`config.mk`:
```
export PLATFORM = sky130hd
export DESIGN_NAME = priority_message_queue_flat
export DESIGN_NICKNAME = d
export VERILOG_FILES = /design/src/hw/rtl/pmq_pkg.sv /design/src/hw/rtl/pmq_if.sv /design/src/hw/rtl/pmq_ram.sv /design/src/hw/rtl/pmq_ctrl.sv /design/src/hw/rtl/pmq_dpath.sv /design/src/hw/rtl/priority_message_queue.sv /design/src/flat_wrapper.sv
export SDC_FILE = /design/constraint.sdc
export NUM_CORES = 2
export LEC_CHECK = 0
export BUFFER_PORTS_ARGS = -buffer_cell sky130_fd_sc_hd__buf_2
export CORE_AREA = 2 2 458 460
export CTS_CLUSTER_DIAMETER = 100
export DETAILED_ROUTE_END_ITERATION = 8
export DIE_AREA = 0 0 460 462
export HOLD_SLACK_MARGIN = 0.02
export PLACE_DENSITY = 0.68
export SYNTH_ARGS = -nofsm -noshare
export SYNTH_HDL_FRONTEND = slang
export SYNTH_SLANG_ARGS = --single-unit
```
`constraint.sdc`:
```
create_clock -name clk -period 35 [get_ports clk]
set_input_delay 10.5 -clock clk [delete_from_list [all_inputs] [get_ports clk]]
set_output_delay 10.5 -clock clk [all_outputs]
set_load 0.005 [all_outputs]
```
`src/hw/rtl/pmq_pkg.sv`:
```
// ----------------------------------------------------------------------------
// pmq_pkg
// Shared widths, codes and controller/datapath handshake types for the
// priority message queue.
// ----------------------------------------------------------------------------
package pmq_pkg;

  // default sizing
  localparam int SLOTS_DEF         = 16;
  localparam int PAYLOAD_BYTES_DEF = 8;

  // field widths
  localparam int PRIO_W     = 32;
  localparam int SEQ_W      = 32;
  localparam int LEN_W      = 4;
  localparam int DATA_W     = 64;
  localparam int STATUS_W   = 2;
  localparam int COUNT_W    = 5;
  localparam int MAX_MSG_W  = 5;
  localparam int MAX_LEN_W  = 4;
  localparam int CFG_IDX_W  = 1;
  localparam int CFG_DATA_W = 5;

  // reset values of the configuration registers
  localparam logic [MAX_MSG_W-1:0] MAX_MSG_RST = 5'd16;
  localparam logic [MAX_LEN_W-1:0] MAX_LEN_RST = 4'd8;

  // item command
  typedef enum logic {
    CMD_SEND = 1'b0,
    CMD_RECV = 1'b1
  } command_t;

  // result status
  typedef enum logic [STATUS_W-1:0] {
    STATUS_DONE  = 2'd0,
    STATUS_FULL  = 2'd1,
    STATUS_EMPTY = 2'd2
  } status_t;

  // configuration register indexes
  typedef enum logic [CFG_IDX_W-1:0] {
    CFG_MAX_MESSAGES = 1'b0,
    CFG_MAX_LENGTH   = 1'b1
  } cfg_index_t;

  // controller to datapath
  typedef struct packed {
    logic load;    // capture the input beat, restart the scan
    logic issue;   // read the next slot into the scan pipeline
    logic commit;  // update slots and load the result register
  } ctl_cmd_t;

  // datapath to controller
  typedef struct packed {
    logic skip_scan;  // send to a full queue, no scan needed
    logic scan_last;  // the slot being issued is the last one
    logic pipe_busy;  // scan pipeline still holds slots
    logic out_hold;   // result register full and not being taken
  } ctl_status_t;

endpackage

```
`src/hw/rtl/pmq_if.sv`:
```
// ----------------------------------------------------------------------------
// pmq_in_if / pmq_out_if
// Valid/ready channels carrying request beats into and result beats out of
// the priority message queue.
// ----------------------------------------------------------------------------
interface pmq_in_if;
  logic                        valid;
  logic                        ready;
  logic                        command;
  logic [pmq_pkg::PRIO_W-1:0]  priority_req;
  logic [pmq_pkg::DATA_W-1:0]  payload_in;
  logic [pmq_pkg::LEN_W-1:0]   length_in;
  logic [pmq_pkg::LEN_W-1:0]   receive_limit;

  modport source (
    output valid, command, priority_req, payload_in, length_in, receive_limit,
    input  ready
  );
  modport sink (
    input  valid, command, priority_req, payload_in, length_in, receive_limit,
    output ready
  );
endinterface

interface pmq_out_if;
  logic                         valid;
  logic                         ready;
  logic [pmq_pkg::STATUS_W-1:0] status;
  logic [pmq_pkg::LEN_W-1:0]    length_out;
  logic [pmq_pkg::DATA_W-1:0]   payload_out;
  logic [pmq_pkg::PRIO_W-1:0]   priority_out;
  logic [pmq_pkg::COUNT_W-1:0]  message_count;

  modport source (
    output valid, status, length_out, payload_out, priority_out, message_count,
    input  ready
  );
  modport sink (
    input  valid, status, length_out, payload_out, priority_out, message_count,
    output ready
  );
endinterface

```
`src/hw/rtl/pmq_ram.sv`:
```
// ----------------------------------------------------------------------------
// pmq_ram
// Generic single-write, single-read RAM with registered read data.
// ----------------------------------------------------------------------------
module pmq_ram #(
  parameter int WIDTH = 8,
  parameter int DEPTH = 16
) (
  input  logic                     clk,
  input  logic                     we,
  input  logic [$clog2(DEPTH)-1:0] waddr,
  input  logic [WIDTH-1:0]         wdata,
  input  logic [$clog2(DEPTH)-1:0] raddr,
  output logic [WIDTH-1:0]         rd_data
);

  logic [WIDTH-1:0] mem_r [DEPTH];
  logic [WIDTH-1:0] rd_data_r;

  // write port and registered read port
  always_ff @(posedge clk) begin
    if (we) begin
      mem_r[waddr] <= wdata;
    end
    rd_data_r <= mem_r[raddr];
  end

  assign rd_data = rd_data_r;

endmodule

```
`src/hw/rtl/pmq_ctrl.sv`:
```
// ----------------------------------------------------------------------------
// pmq_ctrl
// Sequencer for the priority message queue: accepts a beat, walks the slot
// scan, waits for the scan pipeline to drain and commits the result.
// ----------------------------------------------------------------------------
module pmq_ctrl (
  input  logic                 clk,
  input  logic                 rst_n,
  input  logic                 in_valid,
  output logic                 in_ready,
  input  pmq_pkg::ctl_status_t st,
  output pmq_pkg::ctl_cmd_t    cmd
);

  typedef enum logic [1:0] {
    ST_IDLE,
    ST_SCAN,
    ST_DRAIN,
    ST_COMMIT
  } state_t;

  state_t state_r;
  state_t state_nxt;

  // state register
  always_ff @(posedge clk) begin
    if (!rst_n) begin
      state_r <= ST_IDLE;
    end else begin
      state_r <= state_nxt;
    end
  end

  // next state and commands
  always_comb begin
    state_nxt = state_r;
    cmd       = '0;
    in_ready  = 1'b0;
    unique case (state_r)
      ST_IDLE: begin
        in_ready = 1'b1;
        if (in_valid) begin
          cmd.load  = 1'b1;
          state_nxt = ST_SCAN;
        end
      end
      ST_SCAN: begin
        if (st.skip_scan) begin
          state_nxt = ST_COMMIT;
        end else begin
          cmd.issue = 1'b1;
          if (st.scan_last) begin
            state_nxt = ST_DRAIN;
          end
        end
      end
      ST_DRAIN: begin
        if (!st.pipe_busy) begin
          state_nxt = ST_COMMIT;
        end
      end
      ST_COMMIT: begin
        if (!st.out_hold) begin
          cmd.commit = 1'b1;
          state_nxt  = ST_IDLE;
        end
      end
      default: begin
        state_nxt = ST_IDLE;
      end
    endcase
  end

endmodule

```
`src/hw/rtl/pmq_dpath.sv`:
```
// ----------------------------------------------------------------------------
// pmq_dpath
// Datapath of the priority message queue: slot RAM, valid bits, counters,
// a three-stage scan pipeline with one priority/age comparator, the commit
// logic and the result register.
// ----------------------------------------------------------------------------
module pmq_dpath #(
  parameter int SLOTS         = pmq_pkg::SLOTS_DEF,
  parameter int PAYLOAD_BYTES = pmq_pkg::PAYLOAD_BYTES_DEF
) (
  input  logic                            clk,
  input  logic                            rst_n,
  // configuration
  input  logic                            cfg_we,
  input  logic [pmq_pkg::CFG_IDX_W-1:0]   cfg_index,
  input  logic [pmq_pkg::CFG_DATA_W-1:0]  cfg_data,
  // request payload
  input  logic                            in_command,
  input  logic [pmq_pkg::PRIO_W-1:0]      in_priority_req,
  input  logic [pmq_pkg::DATA_W-1:0]      in_payload_in,
  input  logic [pmq_pkg::LEN_W-1:0]       in_length_in,
  input  logic [pmq_pkg::LEN_W-1:0]       in_receive_limit,
  // result channel
  output logic                            out_valid,
  input  logic                            out_ready,
  output logic [pmq_pkg::STATUS_W-1:0]    out_status,
  output logic [pmq_pkg::LEN_W-1:0]       out_length_out,
  output logic [pmq_pkg::DATA_W-1:0]      out_payload_out,
  output logic [pmq_pkg::PRIO_W-1:0]      out_priority_out,
  output logic [pmq_pkg::COUNT_W-1:0]     out_message_count,
  // controller
  input  pmq_pkg::ctl_cmd_t               cmd,
  output pmq_pkg::ctl_status_t            st
);

  localparam int PRIO_W  = pmq_pkg::PRIO_W;
  localparam int SEQ_W   = pmq_pkg::SEQ_W;
  localparam int LEN_W   = pmq_pkg::LEN_W;
  localparam int DATA_W  = pmq_pkg::DATA_W;
  localparam int COUNT_W = pmq_pkg::COUNT_W;
  localparam int PW      = 8 * PAYLOAD_BYTES;
  localparam int IDX_W   = $clog2(SLOTS);
  localparam int CNT_W   = $clog2(SLOTS + 1);
  localparam int REC_W   = PRIO_W + SEQ_W + LEN_W + PW;

  // byte mask covering the low n bytes of the stored word
  function automatic logic [PW-1:0] byte_mask(input logic [LEN_W-1:0] n);
    logic [PW-1:0] m;
    m = '0;
    for (int b = 0; b < PAYLOAD_BYTES; b++) begin
      if (LEN_W'(b) < n) begin
        m[b*8 +: 8] = 8'hFF;
      end
    end
    return m;
  endfunction

  // configuration registers
  logic [pmq_pkg::MAX_MSG_W-1:0] cfg_max_msgs_r;
  logic [pmq_pkg::MAX_LEN_W-1:0] cfg_max_len_r;

  // captured item
  pmq_pkg::command_t             item_cmd_r;
  logic [PRIO_W-1:0]             item_prio_r;
  logic [PW-1:0]                 item_pay_r;
  logic [LEN_W-1:0]              item_len_r;
  logic [LEN_W-1:0]              item_limit_r;

  // queue state
  logic [SLOTS-1:0]              slot_vld_r, slot_vld_nxt;
  logic [CNT_W-1:0]              held_r, held_nxt;
  logic [SEQ_W-1:0]              next_seq_r, next_seq_nxt;

  // scan pipeline
  logic [IDX_W-1:0]              scan_idx_r;
  logic                          s1_v_r, s1_vld_r;
  logic [IDX_W-1:0]              s1_idx_r;
  logic [REC_W-1:0]              rd_data;
  logic                          s2_v_r, s2_vld_r;
  logic [IDX_W-1:0]              s2_idx_r;
  logic [PRIO_W-1:0]             s2_prio_r;
  logic [SEQ_W-1:0]              s2_age_r;
  logic [LEN_W-1:0]              s2_len_r;
  logic [PW-1:0]                 s2_pay_r;

  // scan results
  logic                          best_found_r;
  logic [IDX_W-1:0]              best_idx_r;
  logic [PRIO_W-1:0]             best_prio_r;
  logic [SEQ_W-1:0]              best_age_r;
  logic [LEN_W-1:0]              best_len_r;
  logic [PW-1:0]                 best_pay_r;
  logic                          free_found_r;
  logic [IDX_W-1:0]              free_idx_r;

  // result register
  logic                          out_valid_r;
  pmq_pkg::status_t              out_status_r, out_status_nxt;
  logic [LEN_W-1:0]              out_len_r, out_len_nxt;
  logic [PW-1:0]                 out_pay_r, out_pay_nxt;
  logic [PRIO_W-1:0]             out_prio_r, out_prio_nxt;
  logic [COUNT_W-1:0]            out_count_r;

  // effective limits and derived values
  logic [CNT_W-1:0]              eff_msgs;
  logic [LEN_W-1:0]              eff_len;
  logic                          queue_full;
  logic [LEN_W-1:0]              store_len;
  logic [LEN_W-1:0]              recv_len;
  logic                          cand_better;
  logic                          ram_we;
  logic [REC_W-1:0]              ram_wdata;

  // out-of-range register values fall back to the full size
  always_comb begin
    if (cfg_max_msgs_r == '0 || 32'(cfg_max_msgs_r) > SLOTS) begin
      eff_msgs = CNT_W'(SLOTS);
    end else begin
      eff_msgs = CNT_W'(cfg_max_msgs_r);
    end
    if (cfg_max_len_r == '0 || 32'(cfg_max_len_r) > PAYLOAD_BYTES) begin
      eff_len = LEN_W'(PAYLOAD_BYTES);
    end else begin
      eff_len = cfg_max_len_r;
    end
  end

  assign queue_full = held_r >= eff_msgs;
  assign store_len  = (item_len_r > eff_len) ? eff_len : item_len_r;
  assign recv_len   = (best_len_r > item_limit_r) ? item_limit_r : best_len_r;

  // configuration writes
  always_ff @(posedge clk) begin
    if (!rst_n) begin
      cfg_max_msgs_r <= pmq_pkg::MAX_MSG_RST;
      cfg_max_len_r  <= pmq_pkg::MAX_LEN_RST;
    end else if (cfg_we) begin
      unique case (pmq_pkg::cfg_index_t'(cfg_index))
        pmq_pkg::CFG_MAX_MESSAGES: cfg_max_msgs_r <= cfg_data;
        pmq_pkg::CFG_MAX_LENGTH:   cfg_max_len_r  <= cfg_data[pmq_pkg::MAX_LEN_W-1:0];
        default: ;
      endcase
    end
  end

  // capture the request beat
  always_ff @(posedge clk) begin
    if (cmd.load) begin
      item_cmd_r   <= pmq_pkg::command_t'(in_command);
      item_prio_r  <= in_priority_req;
      item_pay_r   <= in_payload_in[PW-1:0];
      item_len_r   <= in_length_in;
      item_limit_r <= in_receive_limit;
    end
  end

  // slot record store
  pmq_ram #(
    .WIDTH (REC_W),
    .DEPTH (SLOTS)
  ) u_slot_ram (
    .clk     (clk),
    .we      (ram_we),
    .waddr   (free_idx_r),
    .wdata   (ram_wdata),
    .raddr   (scan_idx_r),
    .rd_data (rd_data)
  );

  // scan address and first pipeline stage
  always_ff @(posedge clk) begin
    if (!rst_n) begin
      scan_idx_r <= '0;
      s1_v_r     <= 1'b0;
    end else begin
      if (cmd.load) begin
        scan_idx_r <= '0;
      end else if (cmd.issue) begin
        scan_idx_r <= scan_idx_r + 1'b1;
      end
      s1_v_r <= cmd.issue;
    end
  end

  always_ff @(posedge clk) begin
    s1_vld_r <= slot_vld_r[scan_idx_r];
    s1_idx_r <= scan_idx_r;
  end

  // second stage: unpack the record and work out its age
  always_ff @(posedge clk) begin
    if (!rst_n) begin
      s2_v_r <= 1'b0;
    end else begin
      s2_v_r <= s1_v_r;
    end
  end

  always_ff @(posedge clk) begin
    s2_vld_r  <= s1_vld_r;
    s2_idx_r  <= s1_idx_r;
    s2_prio_r <= rd_data[REC_W-1 -: PRIO_W];
    s2_age_r  <= next_seq_r - rd_data[REC_W-PRIO_W-1 -: SEQ_W];
    s2_len_r  <= rd_data[PW +: LEN_W];
    s2_pay_r  <= rd_data[PW-1:0];
  end

  // third stage: compare against the best so far, note the first free slot
  assign cand_better = s2_vld_r &&
                       (!best_found_r || s2_prio_r > best_prio_r ||
                        (s2_prio_r == best_prio_r && s2_age_r > best_age_r));

  always_ff @(posedge clk) begin
    if (!rst_n) begin
      best_found_r <= 1'b0;
      free_found_r <= 1'b0;
    end else if (cmd.load) begin
      best_found_r <= 1'b0;
      free_found_r <= 1'b0;
    end else if (s2_v_r) begin
      if (cand_better) begin
        best_found_r <= 1'b1;
      end
      if (!s2_vld_r) begin
        free_found_r <= 1'b1;
      end
    end
  end

  always_ff @(posedge clk) begin
    if (s2_v_r && cand_better) begin
      best_idx_r  <= s2_idx_r;
      best_prio_r <= s2_prio_r;
      best_age_r  <= s2_age_r;
      best_len_r  <= s2_len_r;
      best_pay_r  <= s2_pay_r;
    end
    if (s2_v_r && !s2_vld_r && !free_found_r) begin
      free_idx_r <= s2_idx_r;
    end
  end

  // commit: slot update and result fields
  always_comb begin
    slot_vld_nxt   = slot_vld_r;
    held_nxt       = held_r;
    next_seq_nxt   = next_seq_r;
    ram_we         = 1'b0;
    ram_wdata      = {item_prio_r, next_seq_r, store_len, item_pay_r & byte_mask(store_len)};
    out_status_nxt = pmq_pkg::STATUS_DONE;
    out_len_nxt    = '0;
    out_pay_nxt    = '0;
    out_prio_nxt   = '0;
    case (item_cmd_r)
      pmq_pkg::CMD_SEND: begin
        if (queue_full || !free_found_r) begin
          out_status_nxt = pmq_pkg::STATUS_FULL;
        end else begin
          ram_we                   = cmd.commit;
          slot_vld_nxt[free_idx_r] = 1'b1;
          held_nxt                 = held_r + 1'b1;
          next_seq_nxt             = next_seq_r + 1'b1;
          out_len_nxt              = store_len;
        end
      end
      default: begin
        if (!best_found_r) begin
          out_status_nxt = pmq_pkg::STATUS_EMPTY;
        end else begin
          slot_vld_nxt[best_idx_r] = 1'b0;
          if (held_r != '0) begin
            held_nxt = held_r - 1'b1;
          end
          out_len_nxt  = recv_len;
          out_pay_nxt  = best_pay_r & byte_mask(recv_len);
          out_prio_nxt = best_prio_r;
        end
      end
    endcase
  end

  // queue state registers
  always_ff @(posedge clk) begin
    if (!rst_n) begin
      slot_vld_r <= '0;
      held_r     <= '0;
      next_seq_r <= '0;
    end else if (cmd.commit) begin
      slot_vld_r <= slot_vld_nxt;
      held_r     <= held_nxt;
      next_seq_r <= next_seq_nxt;
    end
  end

  // result register, loaded on commit and emptied when the beat is taken
  always_ff @(posedge clk) begin
    if (!rst_n) begin
      out_valid_r <= 1'b0;
    end else if (cmd.commit) begin
      out_valid_r <= 1'b1;
    end else if (out_ready) begin
      out_valid_r <= 1'b0;
    end
  end

  always_ff @(posedge clk) begin
    if (cmd.commit) begin
      out_status_r <= out_status_nxt;
      out_len_r    <= out_len_nxt;
      out_pay_r    <= out_pay_nxt;
      out_prio_r   <= out_prio_nxt;
      out_count_r  <= COUNT_W'(held_nxt);
    end
  end

  assign out_valid         = out_valid_r;
  assign out_status        = out_status_r;
  assign out_length_out    = out_len_r;
  assign out_payload_out   = DATA_W'(out_pay_r);
  assign out_priority_out  = out_prio_r;
  assign out_message_count = out_count_r;

  // status toward the controller
  assign st.skip_scan = (item_cmd_r == pmq_pkg::CMD_SEND) && queue_full;
  assign st.scan_last = scan_idx_r == IDX_W'(SLOTS - 1);
  assign st.pipe_busy = s1_v_r | s2_v_r;
  assign st.out_hold  = out_valid_r && !out_ready;

`ifndef SYNTHESIS
  // held count tracks the number of occupied slots
  a_count_matches_valid: assert property (@(posedge clk) disable iff (!rst_n)
    $countones(slot_vld_r) == int'(held_r))
    else $error("held count differs from occupied slots");

  // nothing is committed while slots are still in the scan pipeline
  a_commit_after_drain: assert property (@(posedge clk) disable iff (!rst_n)
    cmd.commit |-> !(s1_v_r || s2_v_r))
    else $error("commit with scan pipeline busy");

  // a successful receive frees the slot it returned
  a_recv_frees_slot: assert property (@(posedge clk) disable iff (!rst_n)
    (cmd.commit && item_cmd_r == pmq_pkg::CMD_RECV && best_found_r)
      |=> !slot_vld_r[$past(best_idx_r)])
    else $error("received slot still marked valid");

  // a result only appears after a commit
  a_result_from_commit: assert property (@(posedge clk) disable iff (!rst_n)
    $rose(out_valid_r) |-> $past(cmd.commit))
    else $error("result beat without commit");
`endif

endmodule

```
`src/hw/rtl/priority_message_queue.sv`:
```
// ----------------------------------------------------------------------------
// priority_message_queue
// Bounded priority message queue: send stores a message, receive returns the
// highest-priority, oldest message.
// ----------------------------------------------------------------------------
// One request beat is handled at a time. A send or receive holds the block
// through the accept, a walk in which a single comparator reads the slot
// RAM one slot at a time through its one read port, the drain of the scan
// pipeline and the commit. A send to a full queue skips the walk. The result
// sits in an output register, so the next request is taken while the previous
// result waits; a commit stalls only if that register is still occupied and
// not being taken. No clearing pass follows reset.
// Configuration registers are written through cfg_we/cfg_index/cfg_data; the
// user must write them only while the queue is idle, as the block itself does
// not enforce it.
// ----------------------------------------------------------------------------
module priority_message_queue #(
  parameter int SLOTS         = pmq_pkg::SLOTS_DEF,
  parameter int PAYLOAD_BYTES = pmq_pkg::PAYLOAD_BYTES_DEF
) (
  input  logic                           clk,
  input  logic                           rst_n,
  pmq_in_if.sink                         in_ch,
  pmq_out_if.source                      out_ch,
  input  logic                           cfg_we,
  input  logic [pmq_pkg::CFG_IDX_W-1:0]  cfg_index,
  input  logic [pmq_pkg::CFG_DATA_W-1:0] cfg_data
);

  pmq_pkg::ctl_cmd_t    cmd;
  pmq_pkg::ctl_status_t st;
  logic                 in_ready;

  // sequencer
  pmq_ctrl u_ctrl (
    .clk      (clk),
    .rst_n    (rst_n),
    .in_valid (in_ch.valid),
    .in_ready (in_ready),
    .st       (st),
    .cmd      (cmd)
  );

  assign in_ch.ready = in_ready;

  // datapath
  pmq_dpath #(
    .SLOTS         (SLOTS),
    .PAYLOAD_BYTES (PAYLOAD_BYTES)
  ) u_dpath (
    .clk               (clk),
    .rst_n             (rst_n),
    .cfg_we            (cfg_we),
    .cfg_index         (cfg_index),
    .cfg_data          (cfg_data),
    .in_command        (in_ch.command),
    .in_priority_req   (in_ch.priority_req),
    .in_payload_in     (in_ch.payload_in),
    .in_length_in      (in_ch.length_in),
    .in_receive_limit  (in_ch.receive_limit),
    .out_valid         (out_ch.valid),
    .out_ready         (out_ch.ready),
    .out_status        (out_ch.status),
    .out_length_out    (out_ch.length_out),
    .out_payload_out   (out_ch.payload_out),
    .out_priority_out  (out_ch.priority_out),
    .out_message_count (out_ch.message_count),
    .cmd               (cmd),
    .st                (st)
  );

endmodule

```
`src/flat_wrapper.sv`:
```
// flat-port wrapper written by rule: the top's interface ports become plain ports
module priority_message_queue_flat 
#(
  parameter int SLOTS         = pmq_pkg::SLOTS_DEF,
  parameter int PAYLOAD_BYTES = pmq_pkg::PAYLOAD_BYTES_DEF
)
  (clk, rst_n, cfg_we, cfg_index, cfg_data, in_ch_valid, in_ch_command, in_ch_priority_req, in_ch_payload_in, in_ch_length_in, in_ch_receive_limit, in_ch_ready, out_ch_valid, out_ch_status, out_ch_length_out, out_ch_payload_out, out_ch_priority_out, out_ch_message_count, out_ch_ready);
  pmq_in_if in_ch_i ();
  pmq_out_if out_ch_i ();
  input  logic clk;
  input  logic rst_n;
  input  logic cfg_we;
  input  logic [pmq_pkg::CFG_IDX_W-1:0] cfg_index;
  input  logic [pmq_pkg::CFG_DATA_W-1:0] cfg_data;
  input wire logic [$bits(in_ch_i.valid)-1:0] in_ch_valid;
  input wire logic [$bits(in_ch_i.command)-1:0] in_ch_command;
  input wire logic [$bits(in_ch_i.priority_req)-1:0] in_ch_priority_req;
  input wire logic [$bits(in_ch_i.payload_in)-1:0] in_ch_payload_in;
  input wire logic [$bits(in_ch_i.length_in)-1:0] in_ch_length_in;
  input wire logic [$bits(in_ch_i.receive_limit)-1:0] in_ch_receive_limit;
  output wire logic [$bits(in_ch_i.ready)-1:0] in_ch_ready;
  output wire logic [$bits(out_ch_i.valid)-1:0] out_ch_valid;
  output wire logic [$bits(out_ch_i.status)-1:0] out_ch_status;
  output wire logic [$bits(out_ch_i.length_out)-1:0] out_ch_length_out;
  output wire logic [$bits(out_ch_i.payload_out)-1:0] out_ch_payload_out;
  output wire logic [$bits(out_ch_i.priority_out)-1:0] out_ch_priority_out;
  output wire logic [$bits(out_ch_i.message_count)-1:0] out_ch_message_count;
  input wire logic [$bits(out_ch_i.ready)-1:0] out_ch_ready;
  assign in_ch_i.valid = in_ch_valid;
  assign in_ch_i.command = in_ch_command;
  assign in_ch_i.priority_req = in_ch_priority_req;
  assign in_ch_i.payload_in = in_ch_payload_in;
  assign in_ch_i.length_in = in_ch_length_in;
  assign in_ch_i.receive_limit = in_ch_receive_limit;
  assign in_ch_ready = in_ch_i.ready;
  assign out_ch_valid = out_ch_i.valid;
  assign out_ch_status = out_ch_i.status;
  assign out_ch_length_out = out_ch_i.length_out;
  assign out_ch_payload_out = out_ch_i.payload_out;
  assign out_ch_priority_out = out_ch_i.priority_out;
  assign out_ch_message_count = out_ch_i.message_count;
  assign out_ch_i.ready = out_ch_ready;
  priority_message_queue #(.SLOTS(SLOTS), .PAYLOAD_BYTES(PAYLOAD_BYTES)) u_core (.clk(clk), .rst_n(rst_n), .in_ch(in_ch_i), .out_ch(out_ch_i), .cfg_we(cfg_we), .cfg_index(cfg_index), .cfg_data(cfg_data));
endmodule
```
* Word-level counts from Yosys, hierarchy flattened
Memories as Yosys holds them, arrays and structs flattened. A register that Yosys moved wholly into a read port is not among the register bits.
Index checks and enable logic that the tools add are counted.
** Storage, ports and cells
- Flip-flop bits (word level) :: 567
- RAM bits :: 2112
- Bits of input ports :: 116
- Logic and storage cells :: 198
- Memories :: 1
** Operators by class
- Add/subtract/negate cells :: 5
- $lt $le $gt $ge :: 28
- Equality and inequality tests :: 11
- Multiplexer cells :: 74
- Bitwise gates (word level) :: 11
- Reductions and logical operators :: 32
** Memory list
- u_core.u_dpath.u_slot_ram.mem_r :: words 16, bits a word 132, rd ports 1, clocked after memory_dff 1, write ports 1, RTL line pmq_ram.sv:17 : logic [WIDTH-1:0] mem_r [DEPTH];
** Operators by type and width (number)
- $mux 8 :: 32
- $and 64x64->64 :: 2
- $gt 32x32->1 :: 2
- $mux 16 :: 3
- $add 32x1->32 const B :: 1
- $eq 32x32->1 :: 1
- $lt 3x4->1 const A :: 8
- $sub 32x32->32 :: 1
- $mux 5 :: 5
- $mux 4 :: 6
- $mux 1 :: 17
- $and 16x16->16 :: 1
- $lt 1x4->1 const A :: 4
- $lt 2x4->1 const A :: 4
- $not 16->16 :: 1
- $or 16x16->16 :: 1
- $lt 4x5->1 const B :: 3
- $mux 2 :: 7
- $reduce_and 2->1 :: 5
- $logic_and 1x1->1 :: 9
- $demux 1 s4 :: 2
- $ge 4x1->1 const B :: 2
- $gt 4x4->1 :: 2
- $ne 2x2->1 const B :: 4
- other kinds (25) :: 38

* Depth between registers and ports, before layout
- Depth in word-level cells :: 9
- Gate-level depth with buffers :: 12
- Depth with buffers taken out :: 11

* Cells and area by module
A second synthesis with hierarchy kept.
** Second synthesis, totals
- Cells, all modules :: 5118
- Area, all modules :: 104204.9 sq um
** By module, submodules not included
- pmq_ram :: times used 1, cells an instance 3454, area each 82046.2 sq um, seq. area each 66063.4 sq um
- pmq_dpath :: times used 1, cells an instance 1640, area each 21928.5 sq um, seq. area each 14834.2 sq um
- pmq_ctrl :: times used 1, cells an instance 24, area each 230.2 sq um, seq. area each 40.0 sq um

* Worst setup path after synthesis
Ideal clock, no wire load.
- Path type :: input-to-reg
- Start :: in out_ch_ready
- End :: reg u_core.u_dpath.slot_vld_r[2]
- Arrival time :: 28.496 ns
- Path slack :: 6.389 ns
- Stages :: 7
- Path buffers :: 1
- Path through :: nand2b_1 -> nand2_1 -> inv_1 -> clkbuf_1 -> nand3_1 -> nor4_1 -> o221a_2
** RTL lines
- start: declaration :: RTL line flat_wrapper.sv:28 : input wire logic [$bits(out_ch_i.ready)-1:0] out_ch_ready;
- end signal: assignment :: RTL line pmq_dpath.sv:289 : slot_vld_r <= slot_vld_nxt;
- end: declaration :: RTL line pmq_dpath.sv:70 : logic [SLOTS-1:0] slot_vld_r, slot_vld_nxt;

* Final worst setup path
- Start :: in out_ch_ready
- End :: mem u_core.u_dpath.u_slot_ram.mem_r[11][44] (netlist bit), enable pin
** On the way
- Word-level cells in the longest chain between the ends :: 8
** Ends and longest elaborated chain
- $logic_not 1->1 :: RTL line pmq_dpath.sv:327 : assign st.out_hold = out_valid_r && !out_ready;
- $logic_and 1x1->1 :: RTL line pmq_dpath.sv:327
- $mux 1 :: RTL line pmq_ctrl.sv:63 : if (!st.out_hold) begin
- $mux 1 :: RTL line pmq_ctrl.sv:39 : unique case (state_r)
- $mux 1 :: RTL line pmq_dpath.sv:256 : if (queue_full || !free_found_r) begin
- $mux 1 :: RTL line pmq_dpath.sv:254 : case (item_cmd_r)
- $mux 1 :: RTL line pmq_ram.sv:22 : if (we) begin
- $mux 1 (not written as such) :: RTL line pmq_ram.sv:23 : mem_r[waddr] <= wdata;
- end: declaration :: RTL line pmq_ram.sv:17
No other way between the ends.

==> qor.yml <==
status: "completed"
critPathMaxFanout: 73
core_area_sq_um: 208100
synth_xor_area_frac: 0.004912
vias: 47730
reg2reg_slack_ns: 29.40
swShare: 0.2250
die_area_sq_um: 212500
synth-seq-area-share: 0.7827
final_max_slew_viol_count: 0
hold_viol: 0
synth_top_family_by_area: "multiplexers"
yosys_warnings: 0
timing.fmax_mhz: 73.33
ys_ff_latch: 2811
n_fill_cell: 15020
synth_commonest_cells: "edfxtp_1 (2464), mux4_2 (665), dfxtp_1 (347)"
die_x_um: 460
critical_path_required_ns: 35.52
synthTopCellsByArea: "edfxtp_1 (72%), mux4_2 (14%), dfxtp_1 (6.7%)"
fin_skew_ns: 0.04839
htreeDepth: 5
slowest_stage: "buf_4"
io_buffers: 224
slew_headroom: 0.1467
clkLatencyLatePin_ns: 0.93
cts_tree: "done"
cts_root_buf: "clkbuf_16"
fp.dieH_um: 462
dp_hpwl_um: 121400
synth.distinct_cells: 68
arrival_ns: 14.16
worstSetupStartpoint: "out_ch_ready"
yosys.area_share.simple: 0.02507
syn_inst: 4694
synth_adder_area_share: 0.01435
leakagePower_uw: 0.03758
drive_above_1_share: 0.2679
yosysMostFrequentCell: "edfxtp_1"
synth_compound_area_frac: 0.01523
wl_um: 225400
overflow: 0
min_period_over_period: 0.3897
start_kind: "primary input"
grt_pass1_vias: 48530
netlist_area_sq_um: 103400
drt-pass1-iter-count: 6
grt_pass1_wl_um: 330800
whs_ns: 0.3068
avgViaCountPerCell: 5.929
cp-endpoint: "u_core.u_dpath.u_slot_ram.mem_r[11][44]"
start_util: 0.4969
cts.repair.resized: 0
clk_path_buf_depth: 4
r2r_end: "u_core.u_dpath.u_slot_ram.mem_r[11][44]"
synth_edf_count: 2464
clkSinkCount: 2811
multiInputGateArea_sq_um: 21430
drtIter0Drc: 5350
ff_latch_area_sq_um: 80950
async_flop_share: 0
areaGrowthSynthToFinish_pct: 13.35
drv_cap: 0
remaining_drc_errors: 0
syn-num-nets: 4928
wl_per_cell_um: 28.00
max_stage_delay_ns: 0.86
path_cells: "buf_2, nand2b_1, nand2_1, buf_4, inv_6, nand4_1, nor2_4, buf_4, buf_4"
tns_ns: 0
power_density_nw_per_um2: 65.05
p_clk_frac: 0.386
final_nets: 5343
synth_mux_area_frac: 0.1465
crit_type: "in -> reg"
grt_max_degree: 158
yosysTopAreaCellShare: 0.7155
p_sw_uw: 1715
gp_congestion: 0.8069
r2r_cells: 13
tightest_slew_ns: 1.277
min_period_ns: 13.64
track_usage: 0.2131
cts_buffers: 290
internal_power_uw: 5909
peakVddDrop_mv: 0.06533
ios: 225
rows: 168
comb_power_share: 0.094
timing.rr.start: "u_core.u_dpath.cfg_max_msgs_r[0]"
synth_ff_type: "edfxtp_1"
setup_viol: 0
yosysTopAreaCell: "edfxtp_1"
avgSynthCellArea_sq_um: 22.03
cp-end-kind: "flip-flop"
p_seq_frac: 0.520
postCtsSetupBuffers: 0
antenna_found_initial: 15
holdBufCountCts: 0
rsz0062_at_grt: "no"
path_common_cell: "buf_4"
worstHoldPathType: "reg -> reg"
clk_pin_slew_ns: 0.06
postRouteAntennaNets: 0
## worst min path at each step
stage                                           start                           to  slack [ns]  cells after the start
2_1_floorplan              u_core.u_dpath.s1_idx_r[0]   u_core.u_dpath.s2_idx_r[0]        0.31                      0
3_3_place_gp   u_core.u_dpath.u_slot_ram.rd_data[107]  u_core.u_dpath.s2_prio_r[7]        0.31                      0
3_5_place_dp    u_core.u_dpath.u_slot_ram.rd_data[28]  u_core.u_dpath.s2_pay_r[28]        0.31                      0
4_1_cts         u_core.u_dpath.u_slot_ram.rd_data[43]  u_core.u_dpath.s2_pay_r[43]        0.31                      0
5_1_grt         u_core.u_dpath.u_slot_ram.rd_data[43]  u_core.u_dpath.s2_pay_r[43]        0.32                      0
6_report        u_core.u_dpath.u_slot_ram.rd_data[43]  u_core.u_dpath.s2_pay_r[43]        0.31                      0
## metrics by stage
step,total power (uW),cells,cell area [sq um],util,setup slack (ns)
after floorplan,4502,4694,103400,-,6.389
final,7624,8049,117200,0.5632,21.36
after global placement,4744,7537,108200,0.5198,20.47
after detailed placement,4764,7537,108200,0.5198,20.39
after CTS,7692,8043,117200,0.5632,21.35
after global routing,7882,8045,117200,0.5632,21.15
## registers in the layout, indices dropped and copies added, names as in the netlist, 16 cells and up
signal and cells:
u_core.u_dpath.s2_age_r 32, u_core.u_dpath.best_pay_r 64, u_core.u_dpath.next_seq_r 32, u_core.u_dpath.item_pay_r 64, u_core.u_dpath.best_prio_r 32, u_core.u_dpath.out_payload_out 64
u_core.u_dpath.slot_vld_r 16, u_core.u_dpath.s2_prio_r 32, u_core.u_dpath.s2_pay_r 64, u_core.u_dpath.out_priority_out 32, u_core.u_dpath.u_slot_ram.rd_data 132, u_core.u_dpath.u_slot_ram.mem_r 2112
u_core.u_dpath.item_prio_r 32, u_core.u_dpath.best_age_r 32
## routing by layer
metal | up-vias | track usage | wire length [um]
li1 | 20120 | - | -
met1 | 25410 | 0.3146 | 97230
met2 | 1879 | 0.3336 | 108200
met3 | 313 | 0.03350 | 15060
met4 | 2 | 0.05901 | 4876
met5 | - | 0 | 11
## power groups by stage
| stage | combinational, uW | sequential [uW] | clock [uW] |
|---|---|---|---|
| after global routing | 784 | 3980 | 3120 |
| after detailed placement | 726 | 4040 | 0 |
| after CTS | 729 | 3970 | 2990 |
| final | 717 | 3970 | 2940 |
| after floorplan | 513 | 3990 | 0 |
| after global placement | 711 | 4030 | 0 |
## cells in the final DEF (no fill, tap or decap), drive strengths merged, types with 8 or more instances in the layout
master and instances:
edfxtp 2464, mux4 665, clkbuf 404, dfxtp 347, buf 300, inv 138
nor2 120, ha 117, and2 79, clkinv 76, nand2 65, nor2b 61
a21oi 60, nand3 44, o21ai 41, xor2 37, and3 30, a21o 28
nand4 27, xnor2 21, nand2b 18, o221a 17, nor3 17, mux2i 13
o21a 12, a31oi 11, o211ai 11, bufinv 11, clkinvlp 8
## kinds of logic (layout without fill, tap and decap cells)
family / after synthesis / in the layout
other cells: 0 / 6
mux: 682 / 682
buf+inv: 308 / 937
flops: 2811 / 2811
simple gates: 492 / 492
compound gates: 225 / 225
xor+xnor: 58 / 58
fa+ha+maj: 118 / 118
## final cells by class
class                      instances  area share
sequential                      2811      0.6907
multi-input combinational       1575      0.1829
clock buffer                     404     0.07015
tap                             2720     0.02904
timing repair buffer             300     0.01603
clock inverter                   102    0.006896
inverter                         131    0.004238
antenna                            6   0.0001281
## critical path: cells and delay by family
family,cells,cell delay (ns)
buffers and inverters,5,2.56
and+or+nand+nor,4,0.90
No activity file was read; power rests on OpenSTA's default activity.
